--- config.mk ---
export PLATFORM = sky130hd
export DESIGN_NAME = direction_gated_block_prefetcher_top_flat
export DESIGN_NICKNAME = d
export VERILOG_FILES = /design/src/design/dgbp_pkg.sv /design/src/design/dgbp_if.sv /design/src/design/direction_gated_block_prefetcher_top.sv /design/src/design/dgbp_cfg_regs.sv /design/src/design/dgbp_engine.sv /design/src/flat_wrapper.sv
export SDC_FILE = /design/constraint.sdc
export NUM_CORES = 1
export LEC_CHECK = 0
export BUFFER_PORTS_ARGS = -buffer_cell sky130_fd_sc_hd__buf_2
export CORE_UTILIZATION = 50
export DETAILED_ROUTE_END_ITERATION = 8
export HOLD_SLACK_MARGIN = 0.15
export PLACE_DENSITY = 0.81
export SLEW_MARGIN = 20
export SYNTH_ARGS = -nofsm -noshare
export SYNTH_HDL_FRONTEND = slang
export SYNTH_SLANG_ARGS = --single-unit
--- constraint.sdc ---
create_clock -name clk -period 12.3 [get_ports clk]
set_clock_uncertainty 0.05 [all_clocks]
set_input_delay 0.615 -clock clk [delete_from_list [all_inputs] [get_ports clk]]
set_output_delay 0.615 -clock clk [all_outputs]
set_load 0.02 [all_outputs]
--- src/design/dgbp_pkg.sv ---
// Package for the direction-gated block prefetcher.
// Holds the shared types, opcode, phase, decision and register index codes.
// Depends on nothing; every other design file uses it by scoped names.
package dgbp_pkg;

  // Fixed field widths of the channels.
  localparam int unsigned OPCODE_W  = 2;
  localparam int unsigned BLOCK_W   = 48;
  localparam int unsigned HANDLE_W  = 64;
  localparam int unsigned PAGE_W    = 10;
  localparam int unsigned DEC_W     = 4;
  localparam int unsigned LEN_W     = 31;
  localparam int unsigned CFG_IDX_W = 8;

  // Opcodes of an input transaction.
  localparam logic [OPCODE_W-1:0] OP_BUILD  = 2'd0;
  localparam logic [OPCODE_W-1:0] OP_SEARCH = 2'd1;
  localparam logic [OPCODE_W-1:0] OP_FAULT  = 2'd2;

  // Decision codes reported with every result.
  localparam logic [DEC_W-1:0] DEC_PHASE_SET    = 4'd0;
  localparam logic [DEC_W-1:0] DEC_NOT_BUILD    = 4'd1;
  localparam logic [DEC_W-1:0] DEC_NO_BLOCK     = 4'd2;
  localparam logic [DEC_W-1:0] DEC_SAME_BLOCK   = 4'd3;
  localparam logic [DEC_W-1:0] DEC_NO_HISTORY   = 4'd4;
  localparam logic [DEC_W-1:0] DEC_NO_DIRECTION = 4'd5;
  localparam logic [DEC_W-1:0] DEC_ZERO_TARGET  = 4'd6;
  localparam logic [DEC_W-1:0] DEC_DUPLICATE    = 4'd7;
  localparam logic [DEC_W-1:0] DEC_ISSUED       = 4'd8;

  // Configuration register indexes.
  localparam logic [CFG_IDX_W-1:0] REG_BLOCK_SIZE      = 8'd0;
  localparam logic [CFG_IDX_W-1:0] REG_PREFETCH_LENGTH = 8'd1;

  // Register reset values (2 MiB each).
  localparam logic [LEN_W-1:0] BLOCK_SIZE_RST      = 31'd2097152;
  localparam logic [LEN_W-1:0] PREFETCH_LENGTH_RST = 31'd2097152;

  // Prefetch phase.
  typedef enum logic [1:0] {
    PH_UNKNOWN = 2'd0,
    PH_BUILD   = 2'd1,
    PH_SEARCH  = 2'd2
  } phase_t;

  // One input item.
  typedef struct packed {
    logic [OPCODE_W-1:0] opcode;
    logic [BLOCK_W-1:0]  end_addr;
    logic [HANDLE_W-1:0] space_handle;
    logic [PAGE_W-1:0]   span_first;
    logic [PAGE_W-1:0]   span_outer;
  } item_t;

  // One result item.
  typedef struct packed {
    logic [PAGE_W-1:0]   region_first;
    logic [PAGE_W-1:0]   region_outer;
    logic [DEC_W-1:0]    decision;
    logic                issue;
    logic [BLOCK_W-1:0]  target_address;
    logic [HANDLE_W-1:0] target_space;
    logic [LEN_W-1:0]    target_length;
  } result_t;

  // Configuration register values.
  typedef struct packed {
    logic [LEN_W-1:0] block_size;
    logic [LEN_W-1:0] prefetch_length;
  } cfg_t;

endpackage

--- src/design/dgbp_if.sv ---
// Channel interfaces of the direction-gated block prefetcher.
// Input, result and configuration channels, each with valid and ready.
// Depends on dgbp_pkg for the field widths.

interface dgbp_in_if;
  logic                           valid;
  logic                           ready;
  logic [dgbp_pkg::OPCODE_W-1:0]  opcode;
  logic [dgbp_pkg::BLOCK_W-1:0]   end_addr;
  logic [dgbp_pkg::HANDLE_W-1:0]  space_handle;
  logic [dgbp_pkg::PAGE_W-1:0]    span_first;
  logic [dgbp_pkg::PAGE_W-1:0]    span_outer;

  modport source (output valid, opcode, end_addr, space_handle, span_first, span_outer,
                  input ready);
  modport sink (input valid, opcode, end_addr, space_handle, span_first, span_outer,
                output ready);
endinterface

interface dgbp_out_if;
  logic                           valid;
  logic                           ready;
  logic [dgbp_pkg::PAGE_W-1:0]    region_first;
  logic [dgbp_pkg::PAGE_W-1:0]    region_outer;
  logic [dgbp_pkg::DEC_W-1:0]     decision;
  logic                           issue;
  logic [dgbp_pkg::BLOCK_W-1:0]   target_address;
  logic [dgbp_pkg::HANDLE_W-1:0]  target_space;
  logic [dgbp_pkg::LEN_W-1:0]     target_length;

  modport source (output valid, region_first, region_outer, decision, issue,
                  target_address, target_space, target_length, input ready);
  modport sink (input valid, region_first, region_outer, decision, issue,
                target_address, target_space, target_length, output ready);
endinterface

interface dgbp_cfg_if;
  logic                           valid;
  logic                           ready;
  logic [dgbp_pkg::CFG_IDX_W-1:0] index;
  logic [dgbp_pkg::LEN_W-1:0]     data;

  modport source (output valid, index, data, input ready);
  modport sink (input valid, index, data, output ready);
endinterface

--- src/design/direction_gated_block_prefetcher_top.sv ---
// Top level of the direction-gated block prefetcher.
// Input register, decision engine, result register and configuration registers.
// Depends on dgbp_pkg, dgbp_if, dgbp_cfg_regs and dgbp_engine.
//
// Usage:
//   in_ch carries one hint per transaction: an opcode (build phase, search
//   phase or fault) with the faulting block end, space handle and the
//   maximum page region. out_ch returns exactly one result transaction per
//   input transaction, in order, with a decision code and, when issue is
//   set, the cross-block prefetch target, handle and length.
//   cfg_ch writes block_size (index 0) and prefetch_length (index 1), always
//   ready; the user must write it only while the block is idle (not enforced).
// Timing:
//   An accepted transaction passes the input register, then the engine into
//   the result register, and shows on out_ch from there. One transaction
//   per cycle is sustained while out_ch.ready is high; the only loop is the
//   phase, history and last target update, which finishes in the same cycle.
// Reset and stalls:
//   Reset clears both valid flags, the phase to unknown, the history and
//   last target to zero, and the registers to 2 MiB. When out_ch.ready is
//   low the result holds, the input register holds one more transaction,
//   and in_ch.ready drops until the result is taken.
module direction_gated_block_prefetcher_top #(
  parameter int unsigned ADDR_BITS = 48
) (
  input  logic       clk,
  input  logic       rst_n,
  dgbp_in_if.sink    in_ch,
  dgbp_out_if.source out_ch,
  dgbp_cfg_if.sink   cfg_ch
);

  dgbp_pkg::cfg_t    cfg;
  dgbp_pkg::item_t   item_r;
  dgbp_pkg::result_t res;
  dgbp_pkg::result_t res_r;
  logic              in_valid_r;
  logic              out_valid_r;
  logic              advance;
  logic              fire;

  // The pipeline moves when the result register is empty or being taken.
  assign advance     = !out_valid_r || out_ch.ready;
  assign fire        = in_valid_r && advance;
  assign in_ch.ready = !in_valid_r || advance;

  // Input register.
  always_ff @(posedge clk) begin
    if (!rst_n) begin
      in_valid_r <= 1'b0;
    end else if (in_ch.ready) begin
      in_valid_r <= in_ch.valid;
    end
  end

  always_ff @(posedge clk) begin
    if (in_ch.ready && in_ch.valid) begin
      item_r.opcode       <= in_ch.opcode;
      item_r.end_addr     <= in_ch.end_addr;
      item_r.space_handle <= in_ch.space_handle;
      item_r.span_first   <= in_ch.span_first;
      item_r.span_outer   <= in_ch.span_outer;
    end
  end

  dgbp_cfg_regs u_cfg_regs (
    .clk    (clk),
    .rst_n  (rst_n),
    .cfg_ch (cfg_ch),
    .cfg    (cfg)
  );

  dgbp_engine #(
    .ADDR_BITS (ADDR_BITS)
  ) u_engine (
    .clk   (clk),
    .rst_n (rst_n),
    .fire  (fire),
    .item  (item_r),
    .cfg   (cfg),
    .res   (res)
  );

  // Result register.
  always_ff @(posedge clk) begin
    if (!rst_n) begin
      out_valid_r <= 1'b0;
    end else if (advance) begin
      out_valid_r <= in_valid_r;
    end
  end

  always_ff @(posedge clk) begin
    if (fire) begin
      res_r <= res;
    end
  end

  assign out_ch.valid          = out_valid_r;
  assign out_ch.region_first   = res_r.region_first;
  assign out_ch.region_outer   = res_r.region_outer;
  assign out_ch.decision       = res_r.decision;
  assign out_ch.issue          = res_r.issue;
  assign out_ch.target_address = res_r.target_address;
  assign out_ch.target_space   = res_r.target_space;
  assign out_ch.target_length  = res_r.target_length;

endmodule

--- src/design/dgbp_cfg_regs.sv ---
// Configuration registers of the direction-gated block prefetcher.
// Holds block_size and prefetch_length; depends on dgbp_pkg and dgbp_cfg_if.
module dgbp_cfg_regs (
  input  logic            clk,
  input  logic            rst_n,
  dgbp_cfg_if.sink        cfg_ch,
  output dgbp_pkg::cfg_t  cfg
);

  dgbp_pkg::cfg_t cfg_r;

  // Writes are always taken.
  assign cfg_ch.ready = 1'b1;
  assign cfg          = cfg_r;

  // Register write decode; unknown indexes are dropped.
  always_ff @(posedge clk) begin
    if (!rst_n) begin
      cfg_r.block_size      <= dgbp_pkg::BLOCK_SIZE_RST;
      cfg_r.prefetch_length <= dgbp_pkg::PREFETCH_LENGTH_RST;
    end else if (cfg_ch.valid) begin
      unique case (cfg_ch.index)
        dgbp_pkg::REG_BLOCK_SIZE:      cfg_r.block_size      <= cfg_ch.data;
        dgbp_pkg::REG_PREFETCH_LENGTH: cfg_r.prefetch_length <= cfg_ch.data;
        default: ;
      endcase
    end
  end

endmodule

--- src/design/dgbp_engine.sv ---
// Decision engine of the direction-gated block prefetcher.
// Holds phase, block end history and last target; computes one result per item.
// Depends on dgbp_pkg.
module dgbp_engine #(
  parameter int unsigned ADDR_BITS = 48
) (
  input  logic               clk,
  input  logic               rst_n,
  input  logic               fire,
  input  dgbp_pkg::item_t    item,
  input  dgbp_pkg::cfg_t     cfg,
  output dgbp_pkg::result_t  res
);

  // The oldest history slot never influences a result, so only the two
  // newest block ends are kept.
  dgbp_pkg::phase_t     phase_r, phase_nxt;
  logic [ADDR_BITS-1:0] hist1_r, hist1_nxt;
  logic [ADDR_BITS-1:0] hist2_r, hist2_nxt;
  logic [ADDR_BITS-1:0] last_target_r, last_target_nxt;

  logic [ADDR_BITS-1:0] bend;
  logic [ADDR_BITS-1:0] diff1;
  logic [ADDR_BITS-1:0] diff2;
  logic [ADDR_BITS-1:0] target;
  logic                 dir_ok;
  logic                 going_up;

  // Address arithmetic, modulo 2^ADDR_BITS.
  assign bend     = ADDR_BITS'(item.end_addr);
  assign diff1    = hist2_r - hist1_r;
  assign diff2    = bend - hist2_r;
  assign going_up = ~diff2[ADDR_BITS-1];
  assign dir_ok   = (diff1 != '0) && (diff2 != '0)
                    && (diff1[ADDR_BITS-1] == diff2[ADDR_BITS-1]);
  assign target   = going_up ? (bend + ADDR_BITS'(1))
                             : (bend - ADDR_BITS'(cfg.block_size));

  // Decision and next state.
  always_comb begin
    res             = '0;
    phase_nxt       = phase_r;
    hist1_nxt       = hist1_r;
    hist2_nxt       = hist2_r;
    last_target_nxt = last_target_r;
    case (item.opcode)
      dgbp_pkg::OP_BUILD:  phase_nxt = dgbp_pkg::PH_BUILD;
      dgbp_pkg::OP_SEARCH: phase_nxt = dgbp_pkg::PH_SEARCH;
      dgbp_pkg::OP_FAULT: begin
        res.region_first = item.span_first;
        res.region_outer = item.span_outer;
        if (phase_r != dgbp_pkg::PH_BUILD) begin
          res.decision = dgbp_pkg::DEC_NOT_BUILD;
        end else if ((item.space_handle == '0) || (bend == '0)) begin
          res.decision = dgbp_pkg::DEC_NO_BLOCK;
        end else if (bend == hist2_r) begin
          res.decision = dgbp_pkg::DEC_SAME_BLOCK;
        end else begin
          hist1_nxt = hist2_r;
          hist2_nxt = bend;
          if ((hist1_r == '0) || (hist2_r == '0)) begin
            res.decision = dgbp_pkg::DEC_NO_HISTORY;
          end else if (!dir_ok) begin
            res.decision = dgbp_pkg::DEC_NO_DIRECTION;
          end else if (target == '0) begin
            res.decision = dgbp_pkg::DEC_ZERO_TARGET;
          end else if (target == last_target_r) begin
            res.decision = dgbp_pkg::DEC_DUPLICATE;
          end else begin
            last_target_nxt    = target;
            res.decision       = dgbp_pkg::DEC_ISSUED;
            res.issue          = 1'b1;
            res.target_address = dgbp_pkg::BLOCK_W'(target);
            res.target_space   = item.space_handle;
            res.target_length  = cfg.prefetch_length;
          end
        end
      end
      default: ;
    endcase
  end

  // State registers advance only when the item moves to the result register.
  always_ff @(posedge clk) begin
    if (!rst_n) begin
      phase_r       <= dgbp_pkg::PH_UNKNOWN;
      hist1_r       <= '0;
      hist2_r       <= '0;
      last_target_r <= '0;
    end else if (fire) begin
      phase_r       <= phase_nxt;
      hist1_r       <= hist1_nxt;
      hist2_r       <= hist2_nxt;
      last_target_r <= last_target_nxt;
    end
  end

  // An issued target becomes the duplicate filter for the next fault.
  a_last_target: assert property (@(posedge clk) disable iff (!rst_n)
    fire && res.issue |=> last_target_r == $past(target))
    else $error("last target not recorded after issue");

  // A history shift makes the faulting block end the newest entry.
  a_hist_shift: assert property (@(posedge clk) disable iff (!rst_n)
    fire && (res.decision == dgbp_pkg::DEC_NO_HISTORY
             || res.decision == dgbp_pkg::DEC_NO_DIRECTION
             || res.decision == dgbp_pkg::DEC_ZERO_TARGET
             || res.decision == dgbp_pkg::DEC_DUPLICATE
             || res.decision == dgbp_pkg::DEC_ISSUED)
    |=> hist2_r == $past(bend) && hist1_r == $past(hist2_r))
    else $error("history not shifted");

  // A build event always leaves the engine in build phase.
  a_build_phase: assert property (@(posedge clk) disable iff (!rst_n)
    fire && item.opcode == dgbp_pkg::OP_BUILD |=> phase_r == dgbp_pkg::PH_BUILD)
    else $error("build event did not set build phase");

  // Without a fault in build phase nothing can be issued.
  a_issue_gate: assert property (@(posedge clk) disable iff (!rst_n)
    res.issue |-> item.opcode == dgbp_pkg::OP_FAULT && phase_r == dgbp_pkg::PH_BUILD
                  && res.target_address != '0)
    else $error("issue outside a build phase fault");

endmodule
--- src/flat_wrapper.sv ---
// flat-port wrapper written by rule: the top's interface ports become plain ports
module direction_gated_block_prefetcher_top_flat 
#(
  parameter int unsigned ADDR_BITS = 48
)
  (clk, rst_n, in_ch_valid, in_ch_opcode, in_ch_end_addr, in_ch_space_handle, in_ch_span_first, in_ch_span_outer, in_ch_ready, out_ch_valid, out_ch_region_first, out_ch_region_outer, out_ch_decision, out_ch_issue, out_ch_target_address, out_ch_target_space, out_ch_target_length, out_ch_ready, cfg_ch_valid, cfg_ch_index, cfg_ch_data, cfg_ch_ready);
  dgbp_in_if in_ch_i ();
  dgbp_out_if out_ch_i ();
  dgbp_cfg_if cfg_ch_i ();
  input  logic clk;
  input  logic rst_n;
  input wire logic [$bits(in_ch_i.valid)-1:0] in_ch_valid;
  input wire logic [$bits(in_ch_i.opcode)-1:0] in_ch_opcode;
  input wire logic [$bits(in_ch_i.end_addr)-1:0] in_ch_end_addr;
  input wire logic [$bits(in_ch_i.space_handle)-1:0] in_ch_space_handle;
  input wire logic [$bits(in_ch_i.span_first)-1:0] in_ch_span_first;
  input wire logic [$bits(in_ch_i.span_outer)-1:0] in_ch_span_outer;
  output wire logic [$bits(in_ch_i.ready)-1:0] in_ch_ready;
  output wire logic [$bits(out_ch_i.valid)-1:0] out_ch_valid;
  output wire logic [$bits(out_ch_i.region_first)-1:0] out_ch_region_first;
  output wire logic [$bits(out_ch_i.region_outer)-1:0] out_ch_region_outer;
  output wire logic [$bits(out_ch_i.decision)-1:0] out_ch_decision;
  output wire logic [$bits(out_ch_i.issue)-1:0] out_ch_issue;
  output wire logic [$bits(out_ch_i.target_address)-1:0] out_ch_target_address;
  output wire logic [$bits(out_ch_i.target_space)-1:0] out_ch_target_space;
  output wire logic [$bits(out_ch_i.target_length)-1:0] out_ch_target_length;
  input wire logic [$bits(out_ch_i.ready)-1:0] out_ch_ready;
  input wire logic [$bits(cfg_ch_i.valid)-1:0] cfg_ch_valid;
  input wire logic [$bits(cfg_ch_i.index)-1:0] cfg_ch_index;
  input wire logic [$bits(cfg_ch_i.data)-1:0] cfg_ch_data;
  output wire logic [$bits(cfg_ch_i.ready)-1:0] cfg_ch_ready;
  assign in_ch_i.valid = in_ch_valid;
  assign in_ch_i.opcode = in_ch_opcode;
  assign in_ch_i.end_addr = in_ch_end_addr;
  assign in_ch_i.space_handle = in_ch_space_handle;
  assign in_ch_i.span_first = in_ch_span_first;
  assign in_ch_i.span_outer = in_ch_span_outer;
  assign in_ch_ready = in_ch_i.ready;
  assign out_ch_valid = out_ch_i.valid;
  assign out_ch_region_first = out_ch_i.region_first;
  assign out_ch_region_outer = out_ch_i.region_outer;
  assign out_ch_decision = out_ch_i.decision;
  assign out_ch_issue = out_ch_i.issue;
  assign out_ch_target_address = out_ch_i.target_address;
  assign out_ch_target_space = out_ch_i.target_space;
  assign out_ch_target_length = out_ch_i.target_length;
  assign out_ch_i.ready = out_ch_ready;
  assign cfg_ch_i.valid = cfg_ch_valid;
  assign cfg_ch_i.index = cfg_ch_index;
  assign cfg_ch_i.data = cfg_ch_data;
  assign cfg_ch_ready = cfg_ch_i.ready;
  direction_gated_block_prefetcher_top #(.ADDR_BITS(ADDR_BITS)) u_core (.clk(clk), .rst_n(rst_n), .in_ch(in_ch_i), .out_ch(out_ch_i), .cfg_ch(cfg_ch_i));
endmodule
==> run_results.csv <==
group,metric,value,unit
run_status,outcome,"finished clean",
floorplan,initial_utilization,50.6,%
setup_path,crit_fanout,26,
timing,final_hold_viol_count,0,
grt,grt_pass1_wl,153,mm
min_path,hold_class,"in -> reg",
grt,grt_overflow_total,0,
power_and_ir_drop,powerDensity,127,mW/mm2
timing,finalCriticalPeriod,9470,ps
floorplan,rows,89,
clocking,post_cts_buffers,0,
grt,grt_util_all_layers,32.9,%
setup_path,end_kind,"flop",
timing,grt_setup_unrepaired,"false",
finish,drive_above_1_share,13.4,%
floorplan,ios,349,
clocking,clk_pin_slew,60,ps
timing,fmax,106,MHz
detailed_routing,drt-total-wl,103,mm
logic_synthesis,ys_async_sr_fraction,0,%
clocking,cts_made_buffers,54,
floorplan,die_height,246,um
timing,relSlewSlack,23.3,%
timing,timing.final.crit_share,77.0,%
setup_path,worstSetupPathType,"reg -> reg",
timing,tightest_slew,1120,ps
power_and_ir_drop,ir_drop,0.000170,V
logic_synthesis,ys_warn_count,0,
finish,n_antenna_cell,0,
floorplan,fp.coreArea,0.0589,mm2
grt,grt_pass1_vias,25712,
clocking,cts.path.max_buffers,3,
detailed_routing,wl_per_cell,23.0,um
detailed_routing,ant_nets,0,
clocking,cts.sinks,511,
clocking,h-tree-depth,2,
floorplan,fp.dieW,246,um
logic_synthesis,synth_ff_type,"edfxtp_1",
logic_synthesis,syn_area_per_cell,9.06,um2
detailed_routing,drt_pass1_iterations,6,
grt,grt_max_degree,110,
clocking,postCtsResizedCells,0,
finish,fin_nets,3987,
setup_path,slowest_stage,"a221oi_1",
logic_synthesis,synth_cell_type_count,93,
detailed_routing,drc,0,
timing,fin_setup_tns,0,ps
setup_path,crit_buf_inv,1,
setup_path,cp_top_family,"compound AO/OA/AOI/OAI gates",
setup_path,cpPeakStageDelay,750,ps
detailed_routing,vias,27111,
setup_path,crit_required,12660,ps
clocking,ctsHoldBuffers,134,
finish,utilization,59.6,%
placement,gp_congestion,1.02,
finish,fill_cells,4991,
clocking,cts-root-buf,"clkbuf_16",
detailed_routing,viasPerCell,6.04,
logic_synthesis,synth-seq-cells,511,
clocking,clk_latency,660,ps
logic_synthesis,synth_edf_count,301,
setup_path,critPathArrivalTime,9830,ps
floorplan,die_area,0.0606,mm2
placement,port_buffers,347,
logic_synthesis,synthCells,3288,
timing,setup_viol,0,
grt,antenna_found_initial,0,
finish,syn_to_final_growth,17.7,%
logic_synthesis,synth_area,0.0298,mm2
flow_run,maxCapViolations,0,
clocking,tritoncts,"built",
power_and_ir_drop,leakage,13.4,nW
detailed_routing,drtIter0Drc,2473,
timing,slew_violations,0,
setup_path,critPathLaunchType,"flop",
logic_synthesis,ys_seq_area_share,44.4,%
placement,detailed_place_hpwl,75.4,mm
logic_synthesis,synth_nets,3609,
[power breakdown]
part           switching [mW]  total [mW]  internal [mW]  leakage (nW)
combinational           0.585       0.896          0.311          7.89
clock                   0.725        1.67          0.945         0.899
sequential             0.0408        1.90           1.86          4.61
[synthesized netlist by cell type (all sizes together) (23+ instances only)]
cell    number  area share, %
a21oi      204            3.5
nor2b       28           0.59
nand4       91            1.9
clkbuf     134            1.7
nor4        86            1.9
o21ai      138            2.3
o21a        36           0.91
inv        145            1.8
o211ai      24           0.60
and2       168            3.5
buf         39           0.84
dfxtp      210             14
edfxtp     301             30
nor3        46           0.77
nor2       200            2.5
a21boi     205            5.2
xnor2       76            2.2
nand2b      23           0.48
xor2        60            1.8
nand2      550            6.9
ha         141            5.9
nand3       72            1.2
[sequential cells by signal, summed over array words and instances, names as in the netlist, 31 cells and up]
register and flops:
u_core.out_ch.target_address 48, u_core.u_engine.hist2_r 48, u_core.out_ch.target_space 64, u_core.u_engine.last_target_r 48, u_core.out_ch.target_length 31, u_core.item_r 134, u_core.u_engine.hist1_r 48, u_core.u_cfg_regs.cfg 62
[metal layers]
metal / part of all wire [%] / vias up / wire, um / global-route usage, %
met1: 41 / 12871 / 42400 / 44.3
li1: - / 12574 / - / -
met4: 4.1 / 0 / 4200 / 13.0
met2: 45 / 1409 / 46500 / 51.7
met3: 9.6 / 257 / 9840 / 6.56
met5: 0 / - / 0 / 0
[placed cells by master (no fill, tap or decap), drive strengths merged, types with 17 or more instances in the layout]
| cell | synthesis | routed |
|---|---|---|
| a21oi | 204 | 204 |
| o21ai | 138 | 138 |
| ha | 141 | 141 |
| buf | 39 | 361 |
| clkbuf | 134 | 80 |
| nand2 | 550 | 550 |
| a21o | 18 | 18 |
| xor2 | 60 | 60 |
| xnor2 | 76 | 76 |
| nand3 | 72 | 72 |
| nor2b | 28 | 28 |
| nand4 | 91 | 91 |
| o21bai | 18 | 18 |
| and2 | 168 | 168 |
| a211oi | 17 | 17 |
| clkinv | 0 | 17 |
| dfxtp | 210 | 210 |
| nand2b | 23 | 23 |
| nor2 | 200 | 200 |
| or3 | 17 | 17 |
| dlygate4sd3 | 0 | 134 |
| nor4 | 86 | 86 |
| inv | 145 | 148 |
| nor3 | 46 | 46 |
| o211ai | 24 | 24 |
| or2 | 19 | 19 |
| and3 | 17 | 17 |
| a21boi | 205 | 205 |
| o21a | 36 | 36 |
| edfxtp | 301 | 301 |
[final cells by class]
cell class / count / area (um2) / share of cell area, %
multi-input cells: 2459 / 15300 / 43.6
flip-flops and latches: 511 / 13200 / 37.7
repair buffers: 495 / 3200 / 9.11
clock buffers: 80 / 1620 / 4.62
well taps: 773 / 967 / 2.76
inverters: 145 / 549 / 1.57
clock inverters: 22 / 218 / 0.620
[through the flow]
step                      power, mW  std cells  hold WS [ps]  setup WS [ps]  instance area [um2]
after global placement         2.77       4248           393           3050                31900
after CTS                      4.44       4484           155           2870                35100
after floorplan                2.48       3288           382           5500                29800
final                          4.47       4485           152           2830                35100
after global routing           4.61       4485           158           2420                35100
after detailed placement       2.76       4248           399           3010                31900
[worst reg2reg max path: stages, from the launching register on]
cell	delay, ps
edfxtp_1	530
ha_1	360
nand2b_1	100
a211oi_1	470
nor2_1	150
o21ai_1	430
a41oi_1	380
o221ai_1	330
nand4_2	400
buf_4	390
nor2_1	140
ha_1	330
a21oi_1	380
o21ai_0	240
a31oi_1	510
a21oi_1	240
a221oi_1	750
o21a_1	240
o21ai_0	110
xnor2_1	380
nand4_1	140
nor4b_1	710
nor2b_1	200
o41ai_1	680
a21boi_0	360
o21a_1	250
[worst paths after layout]
kind	startpoint	to	slack [ps]	depth (start not counted)
worst min register to register	u_core.u_cfg_regs.cfg[7]$_SDFFE_PN0P_	u_core.u_cfg_regs.cfg[7]$_SDFFE_PN0P_	410	2
worst max register to register	u_core.item_r[85]$_DFFE_PP_	u_core.out_ch.decision[0]$_SDFFCE_PP0P_	2830	25
worst max-delay path	u_core.item_r[85]$_DFFE_PP_	u_core.out_ch.decision[0]$_SDFFCE_PP0P_	2830	25
worst min-delay path	in_ch_end_addr[7]	u_core.item_r[91]$_DFFE_PP_	150	1
[logic make-up (layout without fill, tap and decap cells)]
kind of cell             Yosys count  in the layout  synth area share, %
AND/OR/NAND/NOR                 1356           1356                 22.1
AO/OA/AOI/OAI                    802            802                 18.0
flip-flops                       511            511                 44.4
buffers and inverters            318            742                 4.35
adder cells (fa/ha/maj)          143            143                 6.05
XOR/XNOR                         143            143                 4.53
multiplexers                      14             14                0.483
other                              1              1               0.0126
Power figures use the tool's default switching activity.
